--- src/hw/rtl/sleep_timeout_table_unit_defines.svh ---
// ----------------------------------------------------------------------------
// Sleep timeout table assertion macros
// Shared concurrent assertion forms used by the sleep timeout table RTL.
// ----------------------------------------------------------------------------
`ifndef SLEEP_TIMEOUT_TABLE_UNIT_DEFINES_SVH
`define SLEEP_TIMEOUT_TABLE_UNIT_DEFINES_SVH

// Condition holds at every clock edge outside reset.
`define STT_ASSERT_ALWAYS(label, clk, rst, cond, msg) \
   label: assert property (@(posedge clk) disable iff (rst) (cond)) else $error(msg);

// Consequent holds in the same cycle as the antecedent.
`define STT_ASSERT_IMPLIES(label, clk, rst, ante, cons, msg) \
   label: assert property (@(posedge clk) disable iff (rst) (ante) |-> (cons)) else $error(msg);

// Consequent holds in the cycle after the antecedent.
`define STT_ASSERT_NEXT(label, clk, rst, ante, cons, msg) \
   label: assert property (@(posedge clk) disable iff (rst) (ante) |=> (cons)) else $error(msg);

`endif

--- src/hw/rtl/stt_pkg.sv ---
// ----------------------------------------------------------------------------
// Sleep timeout table package
// Widths, codes, sequencer states and shared-unit types of the block.
// ----------------------------------------------------------------------------
`default_nettype none

package stt_pkg;

   localparam int STT_SLOTS = 16;   // default table depth
   localparam int TICK_MS   = 55;   // milliseconds per tick
   localparam int MS_W      = 32;   // sleep request width
   localparam int PID_W     = 16;   // process id width
   localparam int CNT_W     = 27;   // remaining tick count width
   localparam int TICKS_W   = 32;   // free-running tick counter width
   localparam int ENTRY_W   = PID_W + CNT_W;

   // Divide by 55 as a reciprocal product:
   // ms / 55 == (ms * (2**32 + TICK_RECIP_LO)) >> DIV_SHIFT for every 32-bit ms.
   localparam int RECIP_W   = 30;   // width of the low part of the reciprocal
   localparam int DIV_SHIFT = 38;   // reciprocal scale
   localparam int PROD_W    = MS_W + RECIP_W;
   localparam logic [RECIP_W-1:0] TICK_RECIP_LO = 30'd702812831;

   typedef enum logic [1:0] {
      REQ_TICK     = 2'd0,
      REQ_ADD      = 2'd1,
      REQ_SUPPRESS = 2'd2
   } req_kind_type;

   typedef enum logic [1:0] {
      STAT_DONE  = 2'd0,
      STAT_WOKEN = 2'd1,
      STAT_FULL  = 2'd2
   } status_type;

   typedef enum logic [2:0] {
      ST_IDLE,
      ST_TICK_RD,
      ST_TICK_EX,
      ST_ADD_SCAN,
      ST_ADD_DIV,
      ST_ADD_WR,
      ST_RESPOND
   } state_type;

   typedef struct packed {
      logic [CNT_W-1:0]   operand;
   } alu_req_type;

   typedef struct packed {
      logic [CNT_W-1:0]   diff;   // operand minus one
      logic               ge;     // operand is nonzero
   } alu_res_type;

endpackage

`default_nettype wire

--- src/hw/rtl/stt_ram.sv ---
// ----------------------------------------------------------------------------
// Sleep timeout table RAM
// Generic single write port, single read port RAM with registered read data.
// ----------------------------------------------------------------------------
`default_nettype none

module stt_ram #(
   parameter int WIDTH = 8,
   parameter int DEPTH = 16,
   parameter int AW    = (DEPTH > 1) ? $clog2(DEPTH) : 1
) (
   input  wire logic             clock,
   input  wire logic             wr_en,
   input  wire logic [AW-1:0]    wr_addr,
   input  wire logic [WIDTH-1:0] wr_data,
   input  wire logic             rd_en,
   input  wire logic [AW-1:0]    rd_addr,
   output logic      [WIDTH-1:0] rd_data
);

   logic [WIDTH-1:0] mem_ff [DEPTH];

   always_ff @(posedge clock) begin
      if (wr_en) begin
         mem_ff[wr_addr] <= wr_data;
      end
      if (rd_en) begin
         rd_data <= mem_ff[rd_addr];
      end
   end

endmodule

`default_nettype wire

--- src/hw/rtl/stt_alu.sv ---
// ----------------------------------------------------------------------------
// Sleep timeout table shared subtract unit
// One decrement and zero compare, reused for every used slot of the tick walk.
// ----------------------------------------------------------------------------
`default_nettype none

module stt_alu
   import stt_pkg::*;
(
   input  wire alu_req_type alu_req,
   output alu_res_type      alu_res
);

   logic [CNT_W:0]   diff_full;

   always_comb begin
      diff_full    = {1'b0, alu_req.operand} - (CNT_W+1)'(1);
      alu_res.diff = diff_full[CNT_W-1:0];
      alu_res.ge   = ~diff_full[CNT_W];
   end

endmodule

`default_nettype wire

--- src/hw/rtl/sleep_timeout_table_unit.sv ---
// Sequence: a suppress, an unused code or a suppressed tick goes straight to the result;
//   a tick reads each slot and decrements or wakes each used one; an add scans for the
//   first free slot, then divides and writes it; an add to a full table ends the scan.
// Throughput: one transaction at a time; the next is taken in the cycle after the final
//   result is loaded, and a result the receiver holds off stalls the sequencer in place.
// Reset (synchronous, active high) empties the table and zeroes counter and flag.
// ----------------------------------------------------------------------------
// Sleep timeout table unit
// Table of sleeping process ids with tick countdowns and a wrapping tick
// counter, run by a small sequencer over one shared subtract unit.
// ----------------------------------------------------------------------------
`default_nettype none

`include "sleep_timeout_table_unit_defines.svh"

module sleep_timeout_table_unit
   import stt_pkg::*;
#(
   parameter int SLOTS = STT_SLOTS
) (
   input  wire logic        clock,
   input  wire logic        reset,
   // request channel
   input  wire logic        req_tvalid,
   output logic             req_tready,
   input  wire logic [47:0] req_tdata,   // [31:0] sleep_ms, [47:32] proc_id
   input  wire logic [1:0]  req_tuser,   // [1:0] req_type
   // result channel
   output logic             rsp_tvalid,
   input  wire logic        rsp_tready,
   output logic [47:0]      rsp_tdata,   // [15:0] woken_id, [47:16] elapsed_ticks
   output logic [1:0]       rsp_tuser,   // [1:0] status
   output logic             rsp_tlast    // last
);

   localparam int IDX_W = (SLOTS > 1) ? $clog2(SLOTS) : 1;
   localparam logic [IDX_W-1:0] LAST_IDX = IDX_W'(SLOTS - 1);

   // ------------------------------------------------------------------------
   // Registers
   // ------------------------------------------------------------------------
   state_type           state_ff,      state_in;
   logic [SLOTS-1:0]    used_ff,       used_in;
   logic [TICKS_W-1:0]  tick_ff,       tick_in;
   logic                skip_ff,       skip_in;
   logic [IDX_W-1:0]    idx_ff,        idx_in;
   status_type          status_ff,     status_in;
   logic                hold_valid_ff, hold_valid_in;
   logic [PID_W-1:0]    hold_pid_ff,   hold_pid_in;
   logic [MS_W-1:0]     dividend_ff,   dividend_in;
   logic [PROD_W-1:0]   prod_ff,       prod_in;
   logic [PID_W-1:0]    pid_ff,        pid_in;
   logic                rsp_valid_ff,  rsp_valid_in;
   logic [47:0]         rsp_data_ff,   rsp_data_in;
   logic [1:0]          rsp_user_ff,   rsp_user_in;
   logic                rsp_last_ff,   rsp_last_in;

   // ------------------------------------------------------------------------
   // Control and datapath wires
   // ------------------------------------------------------------------------
   logic                req_fire;
   req_kind_type        req_kind;
   logic                can_push;
   logic                idx_last;
   logic                slot_used;
   logic                wake;
   logic                tick_stall;

   logic                ram_rd_en;
   logic                ram_wr_en;
   logic [ENTRY_W-1:0]  ram_wr_data;
   logic [ENTRY_W-1:0]  ram_rd_data;
   logic [PID_W-1:0]    rd_pid;
   logic [CNT_W-1:0]    rd_remaining;

   alu_req_type         alu_req;
   alu_res_type         alu_res;
   logic [2*MS_W:0]     recip_sum;
   logic [CNT_W-1:0]    quot;

   logic                push_en;
   status_type          push_status;
   logic [PID_W-1:0]    push_pid;
   logic                push_last;

   assign req_fire     = req_tvalid && req_tready;
   assign req_kind     = req_kind_type'(req_tuser);
   // Output slot is free this cycle, or its transaction completes now.
   assign can_push     = !rsp_valid_ff || rsp_tready;
   assign idx_last     = (idx_ff == LAST_IDX);
   assign slot_used    = used_ff[idx_ff];
   assign rd_pid       = ram_rd_data[ENTRY_W-1:CNT_W];
   assign rd_remaining = ram_rd_data[CNT_W-1:0];
   // In the execute state the unit decrements; a count already at zero wakes.
   assign wake         = !alu_res.ge;
   // A second wake needs the held one pushed out first.
   assign tick_stall   = wake && hold_valid_ff && !can_push;
   // Finish the reciprocal divide: add the 2**32 part of the reciprocal, then
   // take the quotient from above the scale point.
   assign recip_sum    = {1'b0, dividend_ff, {MS_W{1'b0}}} + (2*MS_W+1)'(prod_ff);
   assign quot         = recip_sum[DIV_SHIFT +: CNT_W];

   // ------------------------------------------------------------------------
   // Slot storage: process id over remaining count, one entry per slot
   // ------------------------------------------------------------------------
   stt_ram #(
      .WIDTH (ENTRY_W),
      .DEPTH (SLOTS),
      .AW    (IDX_W)
   ) u_slot_ram (
      .clock   (clock),
      .wr_en   (ram_wr_en),
      .wr_addr (idx_ff),
      .wr_data (ram_wr_data),
      .rd_en   (ram_rd_en),
      .rd_addr (idx_ff),
      .rd_data (ram_rd_data)
   );

   // ------------------------------------------------------------------------
   // Shared subtract unit
   // ------------------------------------------------------------------------
   stt_alu u_alu (
      .alu_req (alu_req),
      .alu_res (alu_res)
   );

   // ------------------------------------------------------------------------
   // Next state
   // ------------------------------------------------------------------------
   always_comb begin
      state_in = state_ff;
      case (state_ff)
         ST_IDLE: begin
            if (req_fire) begin
               case (req_kind)
                  REQ_TICK: state_in = skip_ff ? ST_RESPOND : ST_TICK_RD;
                  REQ_ADD:  state_in = ST_ADD_SCAN;
                  default:  state_in = ST_RESPOND;
               endcase
            end
         end
         ST_TICK_RD: begin
            if (slot_used) begin
               state_in = ST_TICK_EX;
            end else if (idx_last) begin
               state_in = ST_RESPOND;
            end
         end
         ST_TICK_EX: begin
            if (!tick_stall) begin
               state_in = idx_last ? ST_RESPOND : ST_TICK_RD;
            end
         end
         ST_ADD_SCAN: begin
            if (!slot_used) begin
               state_in = ST_ADD_DIV;
            end else if (idx_last) begin
               state_in = ST_RESPOND;
            end
         end
         ST_ADD_DIV: state_in = ST_ADD_WR;
         ST_ADD_WR:  state_in = ST_RESPOND;
         ST_RESPOND: begin
            if (can_push) begin
               state_in = ST_IDLE;
            end
         end
         default: state_in = ST_IDLE;
      endcase
   end

   // ------------------------------------------------------------------------
   // Sequencer outputs
   // ------------------------------------------------------------------------
   always_comb begin
      req_tready      = 1'b0;
      ram_rd_en       = 1'b0;
      ram_wr_en       = 1'b0;
      ram_wr_data     = {pid_ff, quot};
      alu_req.operand = rd_remaining;
      push_en         = 1'b0;
      push_status     = STAT_WOKEN;
      push_pid        = hold_pid_ff;
      push_last       = 1'b0;
      case (state_ff)
         ST_IDLE: req_tready = 1'b1;
         ST_TICK_RD: ram_rd_en = slot_used;
         ST_TICK_EX: begin
            if (!wake) begin
               // write back the decremented count
               ram_wr_en   = 1'b1;
               ram_wr_data = {rd_pid, alu_res.diff};
            end else if (hold_valid_ff && can_push) begin
               // flush the earlier wake; it is not the final one
               push_en = 1'b1;
            end
         end
         ST_ADD_WR: ram_wr_en = 1'b1;
         ST_RESPOND: begin
            push_en   = can_push;
            push_last = 1'b1;
            if (!hold_valid_ff) begin
               push_status = status_ff;
               push_pid    = '0;
            end
         end
         default: begin
         end
      endcase
   end

   // ------------------------------------------------------------------------
   // Datapath next values
   // ------------------------------------------------------------------------
   always_comb begin
      used_in       = used_ff;
      tick_in       = tick_ff;
      skip_in       = skip_ff;
      idx_in        = idx_ff;
      status_in     = status_ff;
      hold_valid_in = hold_valid_ff;
      hold_pid_in   = hold_pid_ff;
      dividend_in   = dividend_ff;
      prod_in       = prod_ff;
      pid_in        = pid_ff;

      case (state_ff)
         ST_IDLE: begin
            if (req_fire) begin
               idx_in      = '0;
               status_in   = STAT_DONE;
               dividend_in = req_tdata[MS_W-1:0];
               pid_in      = req_tdata[MS_W+PID_W-1:MS_W];
               case (req_kind)
                  REQ_TICK: begin
                     // advance the counter unless this tick is suppressed
                     if (!skip_ff) begin
                        tick_in = tick_ff + 1'b1;
                     end
                     skip_in = 1'b0;
                  end
                  REQ_SUPPRESS: skip_in = 1'b1;
                  default: begin
                  end
               endcase
            end
         end
         ST_TICK_RD: begin
            if (!slot_used && !idx_last) begin
               idx_in = idx_ff + 1'b1;
            end
         end
         ST_TICK_EX: begin
            if (!tick_stall) begin
               if (wake) begin
                  // free the slot and hold its pid until we know if it is last
                  used_in[idx_ff] = 1'b0;
                  hold_valid_in   = 1'b1;
                  hold_pid_in     = rd_pid;
               end
               if (!idx_last) begin
                  idx_in = idx_ff + 1'b1;
               end
            end
         end
         ST_ADD_SCAN: begin
            if (slot_used) begin
               if (idx_last) begin
                  status_in = STAT_FULL;
               end else begin
                  idx_in = idx_ff + 1'b1;
               end
            end
         end
         // Register the product with the low part of the reciprocal of 55.
         ST_ADD_DIV: prod_in = PROD_W'(dividend_ff) * PROD_W'(TICK_RECIP_LO);
         ST_ADD_WR: used_in[idx_ff] = 1'b1;
         ST_RESPOND: begin
            if (can_push) begin
               hold_valid_in = 1'b0;
            end
         end
         default: begin
         end
      endcase
   end

   // ------------------------------------------------------------------------
   // Output register: load on push, drop once the transaction completes
   // ------------------------------------------------------------------------
   always_comb begin
      rsp_valid_in = rsp_valid_ff;
      rsp_data_in  = rsp_data_ff;
      rsp_user_in  = rsp_user_ff;
      rsp_last_in  = rsp_last_ff;
      if (push_en) begin
         rsp_valid_in = 1'b1;
         rsp_data_in  = {tick_ff, push_pid};
         rsp_user_in  = push_status;
         rsp_last_in  = push_last;
      end else if (rsp_tready) begin
         rsp_valid_in = 1'b0;
      end
   end

   always_ff @(posedge clock) begin
      if (reset) begin
         state_ff      <= ST_IDLE;
         used_ff       <= '0;
         tick_ff       <= '0;
         skip_ff       <= 1'b0;
         hold_valid_ff <= 1'b0;
         rsp_valid_ff  <= 1'b0;
      end else begin
         state_ff      <= state_in;
         used_ff       <= used_in;
         tick_ff       <= tick_in;
         skip_ff       <= skip_in;
         hold_valid_ff <= hold_valid_in;
         rsp_valid_ff  <= rsp_valid_in;
      end
   end

   always_ff @(posedge clock) begin
      idx_ff      <= idx_in;
      status_ff   <= status_in;
      hold_pid_ff <= hold_pid_in;
      dividend_ff <= dividend_in;
      prod_ff     <= prod_in;
      pid_ff      <= pid_in;
      rsp_data_ff <= rsp_data_in;
      rsp_user_ff <= rsp_user_in;
      rsp_last_ff <= rsp_last_in;
   end

   assign rsp_tvalid = rsp_valid_ff;
   assign rsp_tdata  = rsp_data_ff;
   assign rsp_tuser  = rsp_user_ff;
   assign rsp_tlast  = rsp_last_ff;

   // ------------------------------------------------------------------------
   // Assertions
   // ------------------------------------------------------------------------
   `STT_ASSERT_IMPLIES(a_idle_no_hold, clock, reset, req_tready, !hold_valid_ff, "held wake left over in idle")
   `STT_ASSERT_IMPLIES(a_exec_on_used, clock, reset, state_ff == ST_TICK_EX, slot_used, "count walked on a free slot")
   `STT_ASSERT_IMPLIES(a_div_on_free, clock, reset, state_ff == ST_ADD_DIV, !slot_used, "divide runs for an occupied slot")
   `STT_ASSERT_NEXT(a_add_sets_used, clock, reset, state_ff == ST_ADD_WR, used_ff[$past(idx_ff)], "added slot not marked used")

endmodule

`default_nettype wire
--- config.mk ---
export PLATFORM = sky130hd
export DESIGN_NAME = sleep_timeout_table_unit
export DESIGN_NICKNAME = d
export VERILOG_FILES = /design/src/hw/rtl/stt_pkg.sv /design/src/hw/rtl/stt_ram.sv /design/src/hw/rtl/stt_alu.sv /design/src/hw/rtl/sleep_timeout_table_unit.sv
export VERILOG_INCLUDE_DIRS = /design/src /design/src/hw/rtl
export SDC_FILE = /design/constraint.sdc
export NUM_CORES = 2
export LEC_CHECK = 0
export BUFFER_PORTS_ARGS = -buffer_cell sky130_fd_sc_hd__buf_4
export CAP_MARGIN = 20
export CORE_MARGIN = 8
export CORE_UTILIZATION = 25
export DETAILED_ROUTE_END_ITERATION = 8
export HOLD_SLACK_MARGIN = 0.12
export PLACE_DENSITY = 0.51
export REMOVE_ABC_BUFFERS = 1
export SYNTH_ARGS = -nofsm -noshare
export SYNTH_HDL_FRONTEND = slang
export SYNTH_HIERARCHICAL = 1
export SYNTH_SLANG_ARGS = --single-unit
--- constraint.sdc ---
create_clock -name clock -period 14.3 [get_ports clock]
set_input_delay 2.145 -clock clock [delete_from_list [all_inputs] [get_ports clock]]
set_output_delay 2.145 -clock clock [all_outputs]
set_load 0.05 [all_outputs]
==> metrics.txt <==
outcome=complete, no violations; area of the mapped netlist=51810 µm²; clk buf depth=3; Max Slew Vio Count=0; via count=roughly 29000; final setup fails=0; Post-synth top flop=edfxtp_1; RSZ-0062 raised after global routing=no; worst path bufs/invs=4; crit path time final=8.072 ns; post_cts resized=0; final hold violations=0; Post-Route WL=around 140000 µm; First-pass DRT Iterations=7; CP arrival=around 8.6 ns; most common cell after layout, fill and taps aside=edfxtp_1; Worst Skew=around 0.074 ns; final antenna-violating net count=0; family with the most delay on the worst path=adder cells; Setup TNS=0 ns; fmax=123.9 MHz; CP dominant cell by count=fa_1; ANT cells=0; width of the die=around 470 µm; Post-CTS Setup Inserts=0; GRT overflow=0; Die Y-Extent=471.2 µm; initial core utilization=between 20% and 30%; HPWL Detailed=90570 µm; share of cells above drive strength 1=between 10 and 15%; most frequent cells in the layout=edfxtp_1, inv_1, ha_1, fa_1, nand2_1; MaxCap Viol Count=0; CTS tree=done; Buffers on Ports=roughly 110; largest net degree at the start of global routing=~130; Worst-Skew Late Latency=~0.74 ns; Placeable Area=~210000 µm²; row count=about 170; Crit. Startpoint=dividend_ff[9]; EDFF count, synth=just under 900; Cells after Synth=approximately 3500; CP max FO=11; CP required=14.81 ns; clk sinks=between 900 and 1000; Worst setup EP type=flop; HP Start=u_slot_ram/rd_data[29]; WS Path Type=flop to flop; CP max-delay cell=edfxtp_1; WL/cell=roughly 21 µm; Ys Warns=6; CP peak stage delay=between 0.9 and 1 ns; hold_buf cts=0; Max-slew headroom=between 20 and 30%; Root Buffer=clkbuf_16; fin nets=about 4500; drt via density=around 4.5; initial antenna violation count=2; worst path cell trace=fa_1 > ha_1 > fa_1 > fa_1 > inv_1 > fa_1 > inv_1 > fa_1 > fa_1 > inv_1 > fa_1 > inv_1 > ha_1 > and3_1 > and2_1 > nand3_1 > a311oi_2 > o21ai_1 > a211oi_2 > nor2b_1 > o311ai_1; CTS Buf Count=100; # IOs=approximately 110; Finished Layout Cells=between 6000 and 7000; vias in the first global route=approximately 31000; Area Overhead vs Synth=14.97%; RD Place Congestion=around 0.8; FF+latch count, synth=935; Hold Crit Class=flop to flop; global-route wire length before repair=204500 µm; # fillers=20700; final period utilization=a little under three fifths; H-tree depth=3; Syn Area/Cell=~15 µm²; die footprint=about 220000 µm²; cell total after placement=about 6200; Worst R2R Start=dividend_ff[9]; post-synthesis sequential area ratio=53.15%; DRT iter0 DRCs=a little under 2000; startpoint types=flop; post-route DRC violation count=0; GRT Overall Usage=between 10% and 20%; share of flip-flops with an asynchronous set or reset=0%; CTS clk-pin slew, worst paths=approximately 0.06 ns; worst-margin pin slew=1.060 ns; library cells used by synthesis=84
## worst register-to-register path, delay by kind of cell (launching register included)
| kind | cells | cell delay (ns) |
|---|---|---|
| adders and majority gates | 9 | 4.54 |
| and+or+nand+nor | 4 | 0.78 |
| buffers and inverters | 4 | 0.23 |
| AOI/OAI and AO/OA | 4 | 1.42 |
| DFF | 1 | 0.92 |
## cell families (layout without fill, tap and decap cells)
kind of cell / count (synthesis) / count (layout) / synth area share (%)
xor gates and xnor gates: 101 / 101 / 1.708
AOI/OAI and AO/OA: 393 / 393 / 4.946
adders and majority gates: 753 / 753 / 22.92
buffers and inverters: 565 / 836 / 4.309
muxes: 183 / 183 / 7.811
DFF: 935 / 935 / 53.15
and+or+nand+nor: 534 / 534 / 5.149
## synthesized netlist by cell type, drive strengths merged, types with 3 or more instances
cell type,number,area share [%]
xor2,52,0.88
mux4,177,7.7
nor3,35,0.41
nor4,11,0.23
mux2i,6,0.12
fa,327,13
a2111oi,4,0.082
nor4b,3,0.063
clkbuf,62,0.45
edfxtp,881,51
a21o,43,0.62
a31oi,10,0.12
xnor2,49,0.83
ha,426,10
o21ai,59,0.57
nand2,198,1.5
a211o,4,0.068
inv,468,3.4
nand4,15,0.19
a21oi,116,1.1
a221oi,4,0.068
and3,18,0.22
dfxtp,54,2.1
buf,35,0.47
nor2,105,0.76
a21boi,5,0.072
o21bai,12,0.17
or3,12,0.14
nand3b,4,0.065
a311oi,4,0.080
nand2b,7,0.085
or2,6,0.072
and2,7,0.085
o31ai,4,0.058
nor2b,36,0.45
a211oi,13,0.20
o211ai,8,0.12
and4,10,0.17
nand3,56,0.57
nor3b,4,0.058
a22oi,87,1.3
a31o,4,0.068
## metrics by stage
step / cell area (µm²) / hold WS (ns) / setup slack [ns] / utilization [%]
floorplan: 51330 / 0.4262 / 1.423 / -
global placement: 56160 / 0.4340 / 6.362 / 27.18
detailed placement: 56220 / 0.4329 / 6.307 / 27.20
CTS: 59490 / 0.4212 / 6.274 / 28.79
global route: 59560 / 0.4346 / 5.791 / 28.82
finish: 59560 / 0.4276 / 6.228 / 28.82
## state kept, by name, indices dropped and copies added, names as in the netlist, named ones only
register            count
tick_ff                32
hold_pid_ff            16
prod_ff                30
skip_ff                 1
rsp_tvalid              1
rsp_tlast               1
hold_valid_ff           1
pid_ff                 16
idx_ff                  4
u_slot_ram/mem_ff     688
state_ff                3
dividend_ff            32
u_slot_ram/rd_data     43
rsp_tdata              48
rsp_tuser               2
status_ff               1
## metal layers
metal  global-route usage [%]  wire length (µm)  vias to the layer above  share of wire (%)
met4                    2.875              3076                        0                2.3
met2                    19.70             63650                      585                 47
met3                    1.789              5681                      154                4.2
met5                        0                 0                        -                  0
met1                    16.93             63370                    14980                 47
li1                         -                 -                    13020                  -
## worst paths after layout
path / end / slack (ns) / cells after the start
worst max-delay path: prod_ff[52] / 6.23 / 21
worst min-delay path: hold_pid_ff[2] / 0.43 / 0
worst max register to register: prod_ff[52] / 6.23 / 21
worst min register to register: hold_pid_ff[2] / 0.43 / 0
## cell type report
class,count,area (µm²),share of cell area (%)
Sequential cell,935,27540,46.23
Timing Repair Buffer,182,1400,2.351
Clock inverter,61,673.1,1.130
Clock buffer,125,2596,4.359
Inverter,468,1757,2.949
Tap cell,2704,3383,5.680
Multi-Input combinational cell,1964,22220,37.30
Power is left out: the tool's default activity adds up to more than one toggle a clock period on the data nets, which glitch-free logic cannot reach.
